[src/rtl/crp_pkg.sv]
`default_nettype none
package crp_pkg;

  localparam int ANGLE_FRAC_BITS = 16;
  localparam int SCREEN_BITS = 12;

  localparam logic [2:0] CFG_HALF_SIZE = 3'd0;
  localparam logic [2:0] CFG_FOCAL_SCALE = 3'd1;
  localparam logic [2:0] CFG_CENTER_X = 3'd2;
  localparam logic [2:0] CFG_CENTER_Y = 3'd3;
  localparam logic [2:0] CFG_ANGLE_STEP = 3'd4;

  localparam logic [1:0] OP_NONE = 2'd0;
  localparam logic [1:0] OP_CW = 2'd1;
  localparam logic [1:0] OP_CCW = 2'd2;

  localparam logic [6:0] HALF_SIZE_RST = 7'd20;
  localparam logic [7:0] FOCAL_SCALE_RST = 8'd40;
  localparam logic [9:0] CENTER_X_RST = 10'd120;
  localparam logic [9:0] CENTER_Y_RST = 10'd160;
  localparam logic [15:0] ANGLE_STEP_RST = 16'd590;

  localparam logic [9:0] DEPTH_MIN = 10'd29;
  localparam logic [9:0] DEPTH_MAX = 10'd1023;
  localparam logic [9:0] DEPTH_RST = 10'd30;

  localparam logic [63:0] TWO_PI_Q32 = 64'd26986075409;

  // Datapath widths of the rotation and projection stages.
  localparam int CW = 35;
  localparam int SUMW = 36;
  localparam int PW = 44;
  localparam int NW = 53;
  localparam int ZTW = 45;
  localparam int ZW = 44;

  localparam logic signed [CW-1:0] PI_Q30 = 35'sd3373259426;
  localparam logic signed [CW-1:0] TWO_PI_Q30 = 35'sd6746518852;
  localparam logic signed [CW-1:0] HALF_PI_Q30 = 35'sd1686629713;
  localparam logic signed [CW-1:0] GAIN_Q30 = 35'sd652032874;
  localparam logic [4:0] CORDIC_LAST = 5'd29;

  function automatic logic [29:0] atan_q30(input logic [4:0] i);
    logic [29:0] r;
    unique case (i)
      5'd0: r = 30'd843314857;
      5'd1: r = 30'd497837829;
      5'd2: r = 30'd263043837;
      5'd3: r = 30'd133525159;
      5'd4: r = 30'd67021687;
      5'd5: r = 30'd33543516;
      5'd6: r = 30'd16775851;
      5'd7: r = 30'd8388437;
      5'd8: r = 30'd4194283;
      5'd9: r = 30'd2097149;
      default: r = 30'd1 << (5'd30 - i);
    endcase
    return r;
  endfunction

endpackage
`default_nettype wire

[src/rtl/crp_if.sv]
`default_nettype none
interface crp_in_if;
  logic valid;
  logic ready;
  logic [1:0] op;
  logic switch_pressed;
  modport source(output valid, op, switch_pressed, input ready);
  modport sink(input valid, op, switch_pressed, output ready);
endinterface

interface crp_out_if #(parameter int SB = crp_pkg::SCREEN_BITS);
  logic valid;
  logic ready;
  logic [2:0] vertex_index;
  logic signed [SB-1:0] screen_x;
  logic signed [SB-1:0] screen_y;
  logic [9:0] depth_now;
  logic mode_now;
  logic last;
  modport source(output valid, vertex_index, screen_x, screen_y, depth_now, mode_now, last,
                 input ready);
  modport sink(input valid, vertex_index, screen_x, screen_y, depth_now, mode_now, last,
               output ready);
endinterface
`default_nettype wire

[src/rtl/cube_rotate_project_core.sv]
`default_nettype none
// Channel | Dir | Payload                                         | Beat when
// in_i    | in  | op, switch_pressed                              | valid & ready
// out_o   | out | vertex_index, screen_x/y, depth_now, mode_now,  | valid & ready
//         |     | last                                            |
// cfg     | in  | cfg_idx_i, cfg_data_i                           | cfg_we_i
// A tick is taken in the idle state, then angle_step is reduced below 2pi by
// repeated subtraction before the tick is queued. Each tick then costs set-up,
// rotation steps and 8 points, each held by the bit-per-cycle quotient units
// plus any output stall.
// A two-entry queue lets new ticks enter while points wait on a stalled output.
// Reset is asynchronous and active low; no clearing pass is needed.
module cube_rotate_project_core #(
  parameter int ANGLE_FRAC_BITS = crp_pkg::ANGLE_FRAC_BITS,
  parameter int SCREEN_BITS = crp_pkg::SCREEN_BITS
) (
  input  wire logic        clk_i,
  input  wire logic        rst_ni,
  crp_in_if.sink           in_i,
  crp_out_if.source        out_o,
  input  wire logic        cfg_we_i,
  input  wire logic [2:0]  cfg_idx_i,
  input  wire logic [15:0] cfg_data_i
);
  localparam int AW = ANGLE_FRAC_BITS + 3;
  localparam int QW = AW + 11;

  logic [6:0] half_size_q;
  logic [7:0] focal_scale_q;
  logic [9:0] center_x_q, center_y_q;
  logic [15:0] angle_step_q;

  logic push_valid, push_ready, pop_valid, pop_ready;
  logic [AW-1:0] f_phase;
  logic [9:0] f_depth;
  logic f_mode;
  logic [QW-1:0] pop_data;

  always_ff @(posedge clk_i or negedge rst_ni) begin
    if (!rst_ni) begin
      half_size_q <= crp_pkg::HALF_SIZE_RST;
      focal_scale_q <= crp_pkg::FOCAL_SCALE_RST;
      center_x_q <= crp_pkg::CENTER_X_RST;
      center_y_q <= crp_pkg::CENTER_Y_RST;
      angle_step_q <= crp_pkg::ANGLE_STEP_RST;
    end else if (cfg_we_i) begin
      unique case (cfg_idx_i)
        crp_pkg::CFG_HALF_SIZE: half_size_q <= cfg_data_i[6:0];
        crp_pkg::CFG_FOCAL_SCALE: focal_scale_q <= cfg_data_i[7:0];
        crp_pkg::CFG_CENTER_X: center_x_q <= cfg_data_i[9:0];
        crp_pkg::CFG_CENTER_Y: center_y_q <= cfg_data_i[9:0];
        crp_pkg::CFG_ANGLE_STEP: angle_step_q <= cfg_data_i;
        default: ;
      endcase
    end
  end

  crp_front #(.AF(ANGLE_FRAC_BITS)) u_front (
    .clk_i, .rst_ni, .in_i, .angle_step_i(angle_step_q),
    .push_valid_o(push_valid), .push_ready_i(push_ready),
    .push_phase_o(f_phase), .push_depth_o(f_depth), .push_mode_o(f_mode)
  );

  crp_queue #(.W(QW)) u_queue (
    .clk_i, .rst_ni,
    .push_valid_i(push_valid), .push_ready_o(push_ready),
    .push_data_i({f_mode, f_depth, f_phase}),
    .pop_valid_o(pop_valid), .pop_ready_i(pop_ready), .pop_data_o(pop_data)
  );

  crp_back #(.AF(ANGLE_FRAC_BITS), .SB(SCREEN_BITS)) u_back (
    .clk_i, .rst_ni,
    .q_valid_i(pop_valid), .q_ready_o(pop_ready),
    .q_phase_i(pop_data[AW-1:0]), .q_depth_i(pop_data[AW+9:AW]), .q_mode_i(pop_data[QW-1]),
    .half_size_i(half_size_q), .focal_scale_i(focal_scale_q),
    .center_x_i(center_x_q), .center_y_i(center_y_q),
    .out_o
  );
endmodule
`default_nettype wire

[src/rtl/crp_front.sv]
`default_nettype none
module crp_front #(
  parameter int AF = crp_pkg::ANGLE_FRAC_BITS
) (
  input  wire logic          clk_i,
  input  wire logic          rst_ni,
  crp_in_if.sink             in_i,
  input  wire logic [15:0]   angle_step_i,
  output logic               push_valid_o,
  input  wire logic          push_ready_i,
  output logic [AF+2:0]      push_phase_o,
  output logic [9:0]         push_depth_o,
  output logic               push_mode_o
);
  localparam int AW = AF + 3;
  localparam int SW = (AW > 16) ? AW : 16;
  localparam logic [63:0] TPF = (crp_pkg::TWO_PI_Q32 + (64'd1 << (31 - AF))) >> (32 - AF);
  localparam logic [SW-1:0] TP_S = SW'(TPF);
  localparam logic [AW:0] TP_W = (AW + 1)'(TPF);

  localparam logic [1:0] F_IDLE = 2'd0;
  localparam logic [1:0] F_RED = 2'd1;
  localparam logic [1:0] F_PUSH = 2'd2;

  logic [1:0] state_q, state_d;
  logic [1:0] op_q, op_d;
  logic [SW-1:0] st_q, st_d;
  logic [AW-1:0] phase_q, phase_d;
  logic [9:0] depth_q, depth_d;
  logic mode_q, mode_d;
  logic [AW:0] sum_cw, sum_ccw;

  always_comb begin
    sum_cw = {1'b0, phase_q} + (AW + 1)'(st_q);
    if (sum_cw >= TP_W) begin
      sum_cw = sum_cw - TP_W;
    end
    sum_ccw = {1'b0, phase_q} + TP_W - (AW + 1)'(st_q);
    if (sum_ccw >= TP_W) begin
      sum_ccw = sum_ccw - TP_W;
    end
  end

  always_comb begin
    state_d = state_q;
    op_d = op_q;
    st_d = st_q;
    phase_d = phase_q;
    depth_d = depth_q;
    mode_d = mode_q;
    in_i.ready = 1'b0;
    push_valid_o = 1'b0;
    unique case (state_q)
      F_IDLE: begin
        in_i.ready = 1'b1;
        if (in_i.valid) begin
          mode_d = mode_q ^ in_i.switch_pressed;
          op_d = in_i.op;
          st_d = SW'(angle_step_i);
          state_d = F_RED;
        end
      end
      F_RED: begin
        if (st_q >= TP_S) begin
          st_d = st_q - TP_S;
        end else begin
          state_d = F_PUSH;
          if (op_q == crp_pkg::OP_CW || op_q == crp_pkg::OP_CCW) begin
            if (mode_q) begin
              phase_d = (op_q == crp_pkg::OP_CW) ? sum_cw[AW-1:0] : sum_ccw[AW-1:0];
            end else if (op_q == crp_pkg::OP_CW) begin
              if (depth_q < crp_pkg::DEPTH_MAX) depth_d = depth_q + 10'd1;
            end else begin
              if (depth_q > crp_pkg::DEPTH_MIN) depth_d = depth_q - 10'd1;
            end
          end
        end
      end
      F_PUSH: begin
        push_valid_o = 1'b1;
        if (push_ready_i) state_d = F_IDLE;
      end
      default: state_d = F_IDLE;
    endcase
  end

  always_ff @(posedge clk_i or negedge rst_ni) begin
    if (!rst_ni) begin
      state_q <= F_IDLE;
      phase_q <= AW'(1) << (AF - 1);
      depth_q <= crp_pkg::DEPTH_RST;
      mode_q <= 1'b0;
    end else begin
      state_q <= state_d;
      phase_q <= phase_d;
      depth_q <= depth_d;
      mode_q <= mode_d;
    end
  end

  always_ff @(posedge clk_i) begin
    op_q <= op_d;
    st_q <= st_d;
  end

  assign push_phase_o = phase_q;
  assign push_depth_o = depth_q;
  assign push_mode_o = mode_q;
endmodule
`default_nettype wire

[src/rtl/crp_queue.sv]
`default_nettype none
module crp_queue #(
  parameter int W = crp_pkg::ANGLE_FRAC_BITS + 14
) (
  input  wire logic         clk_i,
  input  wire logic         rst_ni,
  input  wire logic         push_valid_i,
  output logic              push_ready_o,
  input  wire logic [W-1:0] push_data_i,
  output logic              pop_valid_o,
  input  wire logic         pop_ready_i,
  output logic [W-1:0]      pop_data_o
);
  logic [W-1:0] mem_q [2];
  logic wr_q, rd_q;
  logic [1:0] cnt_q;
  logic do_push, do_pop;

  assign push_ready_o = (cnt_q != 2'd2);
  assign pop_valid_o = (cnt_q != 2'd0);
  assign pop_data_o = mem_q[rd_q];
  assign do_push = push_valid_i && push_ready_o;
  assign do_pop = pop_valid_o && pop_ready_i;

  always_ff @(posedge clk_i or negedge rst_ni) begin
    if (!rst_ni) begin
      wr_q <= 1'b0;
      rd_q <= 1'b0;
      cnt_q <= 2'd0;
    end else begin
      if (do_push) wr_q <= ~wr_q;
      if (do_pop) rd_q <= ~rd_q;
      cnt_q <= cnt_q + {1'b0, do_push} - {1'b0, do_pop};
    end
  end

  always_ff @(posedge clk_i) begin
    if (do_push) mem_q[wr_q] <= push_data_i;
  end
endmodule
`default_nettype wire

[src/rtl/crp_div.sv]
`default_nettype none
module crp_div #(
  parameter int QB = crp_pkg::SCREEN_BITS + 2
) (
  input  wire logic                            clk_i,
  input  wire logic                            rst_ni,
  input  wire logic                            start_i,
  input  wire logic signed [crp_pkg::NW-1:0]   num_i,
  input  wire logic [crp_pkg::ZW-1:0]          den_i,
  output logic                                 busy_o,
  output logic signed [QB:0]                   quo_o
);
  localparam int NW = crp_pkg::NW;
  localparam int ZW = crp_pkg::ZW;
  localparam int DW = (NW > ZW + QB) ? NW : ZW + QB;
  localparam int CNTW = $clog2(QB + 1);

  logic busy_q;
  logic [CNTW-1:0] cnt_q;
  logic [DW-1:0] r_q, d_q, mag, dfull;
  logic [QB-1:0] q_q;
  logic neg_q;

  assign mag = DW'(num_i < 0 ? -num_i : num_i);
  assign dfull = DW'(den_i) << QB;

  always_ff @(posedge clk_i or negedge rst_ni) begin
    if (!rst_ni) begin
      busy_q <= 1'b0;
    end else if (start_i) begin
      busy_q <= (mag < dfull);
    end else if (busy_q && cnt_q == CNTW'(1)) begin
      busy_q <= 1'b0;
    end
  end

  always_ff @(posedge clk_i) begin
    if (start_i) begin
      neg_q <= (num_i < 0);
      r_q <= mag;
      d_q <= DW'(den_i) << (QB - 1);
      cnt_q <= CNTW'(QB);
      q_q <= (mag >= dfull) ? '1 : '0;
    end else if (busy_q) begin
      if (r_q >= d_q) begin
        r_q <= r_q - d_q;
        q_q <= {q_q[QB-2:0], 1'b1};
      end else begin
        q_q <= {q_q[QB-2:0], 1'b0};
      end
      d_q <= d_q >> 1;
      cnt_q <= cnt_q - CNTW'(1);
    end
  end

  assign busy_o = busy_q;
  assign quo_o = neg_q ? -$signed({1'b0, q_q}) : $signed({1'b0, q_q});
endmodule
`default_nettype wire

[src/rtl/crp_back.sv]
`default_nettype none
module crp_back #(
  parameter int AF = crp_pkg::ANGLE_FRAC_BITS,
  parameter int SB = crp_pkg::SCREEN_BITS
) (
  input  wire logic          clk_i,
  input  wire logic          rst_ni,
  input  wire logic          q_valid_i,
  output logic               q_ready_o,
  input  wire logic [AF+2:0] q_phase_i,
  input  wire logic [9:0]    q_depth_i,
  input  wire logic          q_mode_i,
  input  wire logic [6:0]    half_size_i,
  input  wire logic [7:0]    focal_scale_i,
  input  wire logic [9:0]    center_x_i,
  input  wire logic [9:0]    center_y_i,
  crp_out_if.source          out_o
);
  localparam int CW = crp_pkg::CW;
  localparam int SUMW = crp_pkg::SUMW;
  localparam int PW = crp_pkg::PW;
  localparam int NW = crp_pkg::NW;
  localparam int ZTW = crp_pkg::ZTW;
  localparam int ZW = crp_pkg::ZW;
  localparam int QB = SB + 2;
  localparam int VW = QB + 2;
  localparam logic signed [VW-1:0] SHI = VW'((1 << (SB - 1)) - 1);
  localparam logic signed [VW-1:0] SLO = -SHI - VW'(1);

  localparam logic [3:0] B_IDLE = 4'd0;
  localparam logic [3:0] B_PREP = 4'd1;
  localparam logic [3:0] B_ROT = 4'd2;
  localparam logic [3:0] B_FIX = 4'd3;
  localparam logic [3:0] B_MUL1 = 4'd4;
  localparam logic [3:0] B_MUL2 = 4'd5;
  localparam logic [3:0] B_DIVGO = 4'd6;
  localparam logic [3:0] B_DIV = 4'd7;
  localparam logic [3:0] B_OUT = 4'd8;

  logic [3:0] state_q;
  logic [AF+2:0] phase_q;
  logic [9:0] depth_q;
  logic mode_q, neg_q;
  logic signed [CW-1:0] x_q, y_q, z_q, c_q, s_q;
  logic [4:0] it_q;
  logic [2:0] k_q;
  logic signed [PW-1:0] xr_q, zh_q;
  logic signed [NW-1:0] nx_q, ny_q;
  logic [ZW-1:0] zr_q;
  logic out_valid_q;
  logic signed [SB-1:0] sx_q, sy_q;

  logic signed [CW-1:0] z0, z1, z2, atan_w;
  logic neg_w;
  logic signed [CW-1:0] c_sel, s_sel, sc_sel, cc_sel;
  logic signed [SUMW-1:0] xsum, zsum;
  logic [14:0] hf;
  logic signed [15:0] hs;
  logic signed [ZTW-1:0] zt;
  logic div_go, bx, by;
  logic signed [QB:0] qx, qy;
  logic signed [VW-1:0] vx, vy;

  always_comb begin
    z0 = $signed(CW'(phase_q) << (30 - AF));
    z1 = (z0 >= crp_pkg::PI_Q30) ? z0 - crp_pkg::TWO_PI_Q30 : z0;
    neg_w = 1'b0;
    z2 = z1;
    if (z1 > crp_pkg::HALF_PI_Q30) begin
      z2 = z1 - crp_pkg::PI_Q30;
      neg_w = 1'b1;
    end else if (z1 < -crp_pkg::HALF_PI_Q30) begin
      z2 = z1 + crp_pkg::PI_Q30;
      neg_w = 1'b1;
    end
    atan_w = $signed({{(CW - 30){1'b0}}, crp_pkg::atan_q30(it_q)});
    c_sel = k_q[0] ? c_q : -c_q;
    s_sel = k_q[2] ? s_q : -s_q;
    sc_sel = k_q[0] ? s_q : -s_q;
    cc_sel = k_q[2] ? c_q : -c_q;
    xsum = SUMW'(c_sel) - SUMW'(s_sel);
    zsum = SUMW'(sc_sel) + SUMW'(cc_sel);
    hf = 15'(half_size_i) * 15'(focal_scale_i);
    hs = k_q[1] ? $signed({1'b0, hf}) : -$signed({1'b0, hf});
    zt = ZTW'(zh_q) + $signed(ZTW'(depth_q) << 30);
    vx = $signed(VW'(center_x_i)) + VW'(qx);
    vy = $signed(VW'(center_y_i)) + VW'(qy);
    if (vx > SHI) vx = SHI;
    if (vx < SLO) vx = SLO;
    if (vy > SHI) vy = SHI;
    if (vy < SLO) vy = SLO;
  end

  assign div_go = (state_q == B_DIVGO);
  assign q_ready_o = (state_q == B_IDLE);

  crp_div #(.QB(QB)) u_div_x (
    .clk_i, .rst_ni, .start_i(div_go), .num_i(nx_q), .den_i(zr_q), .busy_o(bx), .quo_o(qx)
  );
  crp_div #(.QB(QB)) u_div_y (
    .clk_i, .rst_ni, .start_i(div_go), .num_i(ny_q), .den_i(zr_q), .busy_o(by), .quo_o(qy)
  );

  always_ff @(posedge clk_i or negedge rst_ni) begin
    if (!rst_ni) begin
      state_q <= B_IDLE;
      out_valid_q <= 1'b0;
    end else begin
      unique case (state_q)
        B_IDLE: if (q_valid_i) state_q <= B_PREP;
        B_PREP: state_q <= B_ROT;
        B_ROT: if (it_q == crp_pkg::CORDIC_LAST) state_q <= B_FIX;
        B_FIX: state_q <= B_MUL1;
        B_MUL1: state_q <= B_MUL2;
        B_MUL2: state_q <= B_DIVGO;
        B_DIVGO: state_q <= B_DIV;
        B_DIV: begin
          if (!bx && !by) begin
            state_q <= B_OUT;
            out_valid_q <= 1'b1;
          end
        end
        B_OUT: begin
          if (out_o.ready) begin
            out_valid_q <= 1'b0;
            state_q <= (k_q == 3'd7) ? B_IDLE : B_MUL1;
          end
        end
        default: state_q <= B_IDLE;
      endcase
    end
  end

  always_ff @(posedge clk_i) begin
    case (state_q)
      B_IDLE: begin
        phase_q <= q_phase_i;
        depth_q <= q_depth_i;
        mode_q <= q_mode_i;
      end
      B_PREP: begin
        z_q <= z2;
        neg_q <= neg_w;
        x_q <= crp_pkg::GAIN_Q30;
        y_q <= '0;
        it_q <= '0;
      end
      B_ROT: begin
        if (z_q >= 0) begin
          x_q <= x_q - (y_q >>> it_q);
          y_q <= y_q + (x_q >>> it_q);
          z_q <= z_q - atan_w;
        end else begin
          x_q <= x_q + (y_q >>> it_q);
          y_q <= y_q - (x_q >>> it_q);
          z_q <= z_q + atan_w;
        end
        it_q <= it_q + 5'd1;
      end
      B_FIX: begin
        c_q <= neg_q ? -x_q : x_q;
        s_q <= neg_q ? -y_q : y_q;
        k_q <= 3'd0;
      end
      B_MUL1: begin
        xr_q <= $signed({1'b0, half_size_i}) * xsum;
        zh_q <= $signed({1'b0, half_size_i}) * zsum;
      end
      B_MUL2: begin
        nx_q <= xr_q * $signed({1'b0, focal_scale_i});
        ny_q <= NW'(hs) <<< 30;
        zr_q <= (zt < ZTW'(1)) ? ZW'(1) : zt[ZW-1:0];
      end
      B_DIV: begin
        sx_q <= vx[SB-1:0];
        sy_q <= vy[SB-1:0];
      end
      B_OUT: if (out_o.ready) k_q <= k_q + 3'd1;
      default: ;
    endcase
  end

  assign out_o.valid = out_valid_q;
  assign out_o.vertex_index = k_q;
  assign out_o.screen_x = sx_q;
  assign out_o.screen_y = sy_q;
  assign out_o.depth_now = depth_q;
  assign out_o.mode_now = mode_q;
  assign out_o.last = (k_q == 3'd7);

  a_valid_state: assert property (@(posedge clk_i) disable iff (!rst_ni)
    out_o.valid == (state_q == B_OUT)) else $error("output valid outside output state");
  a_load: assert property (@(posedge clk_i) disable iff (!rst_ni)
    (state_q == B_IDLE && q_valid_i) |=> (state_q == B_PREP))
    else $error("queued tick not taken");
  a_rot_done: assert property (@(posedge clk_i) disable iff (!rst_ni)
    (state_q == B_ROT && it_q == crp_pkg::CORDIC_LAST) |=> (state_q == B_FIX))
    else $error("rotation did not end after last step");
  a_div_wait: assert property (@(posedge clk_i) disable iff (!rst_ni)
    (state_q == B_DIV && (bx || by)) |=> (state_q == B_DIV))
    else $error("result left before both quotients");
endmodule
`default_nettype wire

[src/flat_wrapper.sv]
// flat-port wrapper written by rule: the top's interface ports become plain ports
module cube_rotate_project_core_flat 
#(
  parameter int ANGLE_FRAC_BITS = crp_pkg::ANGLE_FRAC_BITS,
  parameter int SCREEN_BITS = crp_pkg::SCREEN_BITS
)
  (clk_i, rst_ni, cfg_we_i, cfg_idx_i, cfg_data_i, in_i_valid, in_i_op, in_i_switch_pressed, in_i_ready, out_o_valid, out_o_vertex_index, out_o_screen_x, out_o_screen_y, out_o_depth_now, out_o_mode_now, out_o_last, out_o_ready);
  crp_in_if in_i_i ();
  crp_out_if out_o_i ();
  input  wire logic clk_i;
  input  wire logic rst_ni;
  input  wire logic cfg_we_i;
  input  wire logic [2:0] cfg_idx_i;
  input  wire logic [15:0] cfg_data_i;
  input wire logic [$bits(in_i_i.valid)-1:0] in_i_valid;
  input wire logic [$bits(in_i_i.op)-1:0] in_i_op;
  input wire logic [$bits(in_i_i.switch_pressed)-1:0] in_i_switch_pressed;
  output wire logic [$bits(in_i_i.ready)-1:0] in_i_ready;
  output wire logic [$bits(out_o_i.valid)-1:0] out_o_valid;
  output wire logic [$bits(out_o_i.vertex_index)-1:0] out_o_vertex_index;
  output wire logic [$bits(out_o_i.screen_x)-1:0] out_o_screen_x;
  output wire logic [$bits(out_o_i.screen_y)-1:0] out_o_screen_y;
  output wire logic [$bits(out_o_i.depth_now)-1:0] out_o_depth_now;
  output wire logic [$bits(out_o_i.mode_now)-1:0] out_o_mode_now;
  output wire logic [$bits(out_o_i.last)-1:0] out_o_last;
  input wire logic [$bits(out_o_i.ready)-1:0] out_o_ready;
  assign in_i_i.valid = in_i_valid;
  assign in_i_i.op = in_i_op;
  assign in_i_i.switch_pressed = in_i_switch_pressed;
  assign in_i_ready = in_i_i.ready;
  assign out_o_valid = out_o_i.valid;
  assign out_o_vertex_index = out_o_i.vertex_index;
  assign out_o_screen_x = out_o_i.screen_x;
  assign out_o_screen_y = out_o_i.screen_y;
  assign out_o_depth_now = out_o_i.depth_now;
  assign out_o_mode_now = out_o_i.mode_now;
  assign out_o_last = out_o_i.last;
  assign out_o_i.ready = out_o_ready;
  cube_rotate_project_core #(.ANGLE_FRAC_BITS(ANGLE_FRAC_BITS), .SCREEN_BITS(SCREEN_BITS)) u_core (.clk_i(clk_i), .rst_ni(rst_ni), .in_i(in_i_i), .out_o(out_o_i), .cfg_we_i(cfg_we_i), .cfg_idx_i(cfg_idx_i), .cfg_data_i(cfg_data_i));
endmodule
[config.mk]
export PLATFORM = sky130hd
export DESIGN_NAME = cube_rotate_project_core_flat
export DESIGN_NICKNAME = d
export VERILOG_FILES = /design/src/rtl/crp_pkg.sv /design/src/rtl/crp_if.sv /design/src/rtl/cube_rotate_project_core.sv /design/src/rtl/crp_front.sv /design/src/rtl/crp_queue.sv /design/src/rtl/crp_div.sv /design/src/rtl/crp_back.sv /design/src/flat_wrapper.sv
export SDC_FILE = /design/constraint.sdc
export NUM_CORES = 2
export LEC_CHECK = 0
export BUFFER_PORTS_ARGS = -buffer_cell sky130_fd_sc_hd__buf_2
export CAP_MARGIN = 20
export CORE_ASPECT_RATIO = 1.75
export CORE_MARGIN = 1.5
export CORE_UTILIZATION = 60
export CTS_CLUSTER_DIAMETER = 50
export DETAILED_ROUTE_END_ITERATION = 7
export GPL_ROUTABILITY_DRIVEN = 1
export GPL_TIMING_DRIVEN = 0
export PLACE_DENSITY = 0.76
export SETUP_SLACK_MARGIN = 0.3
export SYNTH_ARGS = -nofsm -noshare
export SYNTH_HDL_FRONTEND = slang
export SYNTH_SLANG_ARGS = --single-unit
[constraint.sdc]
create_clock -name clk_i -period 26.6 [get_ports clk_i]
set_input_delay 2.66 -clock clk_i [delete_from_list [all_inputs] [get_ports clk_i]]
set_output_delay 2.66 -clock clk_i [all_outputs]
set_load 0.005 [all_outputs]
==> results.cfg <==
[outcome]
status = finished, final reports clean

[global_route]
overflow = 0
antenna_found_initial = 26
grt_usage_pct = 45.1
grt_max_degree = 64
grt_pass1_vias = 91005
grt_pass1_wl_um = 562000

[final_layout]
final_layout_size_suffix_gt1_share_pct = 6.34
final_cell_mix = 1231 x inv_1, 935 x nand2_1, 806 x ha_1
fill_cells = 13402
synthToLayoutAreaGrowth_pct = 8.30
nNetsFinal = 12768
final_common_cell = inv_1

[clocking]
clock_path_buffers = 3
cts-resized-gates = 0
htree_levels = 3
post-cts-setup-buffers = 0
numCtsBuffers = 101
ctsHoldBuffers = 0
tritoncts = done
clock_latency_ns = 0.83
cts_num_sinks = 881
cts_root_buf = clkbuf_16
clk_pin_slew_ns = 0.07

[die]
initial_core_util_pct = 60.5
core-area_mm2 = 0.165
fp.dieH_um = 543
row_count = 197
pin_count = 68
design.die.area_mm2 = 0.169
die_w_um = 311

[yosys]
ys.flop_type = edfxtp_1
syn_inst = 10973
synthSimpleGateAreaFrac_pct = 17.2
synth_edf_count = 753
ys_warn_count = 0
yosys.cell_types.count = 111
synthTopCellsByArea = edfxtp_1 23%, fa_1 14%, ha_1 10%, xnor2_1 4.7%, inv_1 4.6%
ys_async_sr_fraction_pct = 10.7
ys_seq_elements = 881
synth_compound_area_share_pct = 15.1
ys_seq_area_share_pct = 25.7
syn_avg_cell_area_um2 = 9.10
post_synth_instance_area_mm2 = 0.0998
yosys.area_share.adder_pct = 23.8
synth_top_cell_by_area = edfxtp_1
synth.area.mux_share_pct = 4.10
synth-xor-area-share_pct = 7.73
synth_top_area_share_pct = 22.7
synth_top_family_by_area = adder cells

[sta]
worst_slew_pin_slew_ns = 1.42
fmax_ghz = 0.0776
rsz0062_at_grt = no
period_share_pct = 48.4
maxSlewHeadroom_pct = 5.07
hold_viol = 0
slew_viol_final = 0
finClkSkew_ns = 0.0968
finalSetupTns_ns = 0
fin_crit_ns = 12.88
setup-violations-final = 0

[worst_setup_path]
critPathMaxFanout = 8
max_stage_delay_ns = 0.93
end_kind = flip-flop
cp_slowest_cell = nor4b_2
worstSetupStartpointType = flip-flop
cp.arrival_ns = 13.53
worstReg2RegStart = u_core.u_back.c_q[0]
cp_common_cell = fa_1
cp.required_ns = 27.25
reg2reg_slack_ns = 13.72
setup.worst_path.class = flip-flop to flip-flop
reg2reg_to = u_core.u_back.zh_q[43]
reg2reg_depth = 37

[routing]
antenna_left = 0
wl_um = 382000
first_pass_iters = 8
routed_via_density = 6.45
wl_per_cell_um = 28.2
drtIter0Drc = 6838
post-route-drc-count = 0
vias = 87491

[worst_hold_path]
min_path_cells = 2
hp-start = u_core.u_back.u_div_y.d_q[12]
min_path_type = flip-flop to flip-flop
hold_path_end = u_core.u_back.u_div_y.d_q[11]

[placed_design]
port_buffers = 67
gp_congestion = 1.08
hpwlAfterDp_um = 308000

[run]
cap_violations = 0
==> stage by stage <==
step	worst slack, ns	hold slack [ns]	cells	util, %	instance area (µm²)
finish	13.72	0.487	13554	65.5	108000
global route	13.22	0.510	13538	65.5	108000
CTS	14.07	0.467	13498	65.3	108000
detailed placement	13.99	0.476	13307	63.1	104000
global placement	13.53	0.474	13245	62.4	103000
floorplan	17.44	0.424	10989	-	99900
==> critical path, delay by kind of cell (launching register included) <==
family                   cells  cell delay (ns)
AND/OR/NAND/NOR             16             5.31
adder cells (fa/ha/maj)      7             2.98
AO/OA/AOI/OAI                7             2.57
XOR/XNOR                     3             1.04
buffers and inverters        4             0.43
flip-flops                   1             0.42
==> cell usage after synthesis (25+ instances only) <==
cell,n
o41ai_1,38
mux4_2,94
o21ai_0,566
a21o_1,297
or3_1,100
a31oi_1,77
nor2b_1,87
o211ai_1,50
dfrtp_1,74
edfxtp_1,753
nand2b_1,121
fa_1,684
or4_1,36
or2_2,43
a211oi_1,78
nor3_1,195
mux2_2,106
ha_1,806
and2_1,654
xor2_1,342
a211o_1,25
nand2_1,936
and3_1,71
o21a_1,121
inv_1,1231
nor4_1,67
a21oi_1,620
o22ai_1,26
mux2i_1,75
o21bai_1,69
nand4_1,97
xnor2_1,537
nor2_1,749
dfxtp_1,34
clkbuf_1,345
o31ai_1,93
nand3_1,163
buf_1,35
a21boi_0,33
==> worst max path at each step <==
stage / startpoint / to / slack [ns] / cells past startpoint
2_1_floorplan: u_core.u_back.s_q[0] / u_core.u_back.xr_q[43] / 17.44 / 32
3_3_place_gp: u_core.u_back.c_q[0] / u_core.u_back.zh_q[43] / 13.53 / 34
3_5_place_dp: u_core.u_back.c_q[0] / u_core.u_back.zh_q[43] / 13.99 / 34
4_1_cts: u_core.u_back.c_q[0] / u_core.u_back.zh_q[43] / 14.07 / 34
5_1_grt: u_core.u_back.c_q[0] / u_core.u_back.zh_q[43] / 13.22 / 37
6_report: u_core.u_back.c_q[0] / u_core.u_back.zh_q[43] / 13.72 / 37
==> sequential cells by signal, summed over array words and instances, names as in the netlist, 16 cells and up <==
signal                       count
u_core.u_back.zr_q              44
u_core.u_front.st_q             19
u_core.u_back.y_q               35
u_core.u_back.xr_q              44
u_core.u_back.zh_q              43
u_core.u_back.z_q               35
u_core.u_back.c_q               35
u_core.u_back.ny_q              16
u_core.u_back.x_q               35
u_core.u_back.nx_q              53
u_core.u_queue.mem_q            60
u_core.u_back.phase_q           19
u_core.angle_step_q             16
u_core.u_back.u_div_x.d_q       57
u_core.u_back.u_div_y.d_q       57
u_core.u_back.u_div_x.r_q       58
u_core.u_back.s_q               35
u_core.u_back.u_div_y.r_q       58
u_core.u_front.push_phase_o     19
==> metal layers <==
| metal | vias up | part of all wire, % | GRT usage (%) |
|---|---|---|---|
| li1 | 38588 | - | - |
| met1 | 42171 | 28 | 36.8 |
| met2 | 4428 | 51 | 81.0 |
| met3 | 2294 | 6.4 | 10.2 |
| met4 | 10 | 15 | 55.5 |
| met5 | - | 0.013 | 0 |
==> cell families (layout without fill, tap and decap cells) <==
group / count (synthesis) / count (layout)
adders and majority gates: 1490 / 1490
other: 1 / 43
and+or+nand+nor: 3437 / 3437
xor gates and xnor gates: 880 / 880
DFF: 881 / 881
AOI/OAI and AO/OA: 2356 / 2356
buffers and inverters: 1651 / 2001
muxes: 277 / 277
==> area by class of cell <==
type / instances / area [µm²] / area share [%]
multi-input cells: 8457 / 68000 / 62.9
flip-flops and latches: 881 / 25700 / 23.7
inverters: 1236 / 4640 / 4.29
well taps: 2189 / 2740 / 2.53
clock buffers: 116 / 2680 / 2.48
plain buffers: 415 / 1660 / 1.54
repair buffers: 159 / 1620 / 1.50
clock inverters: 75 / 985 / 0.911
diodes: 26 / 65.1 / 0.0602
Power is not shown: default switching activity piles up to over one toggle a cycle in this logic, so the estimate is an artifact.
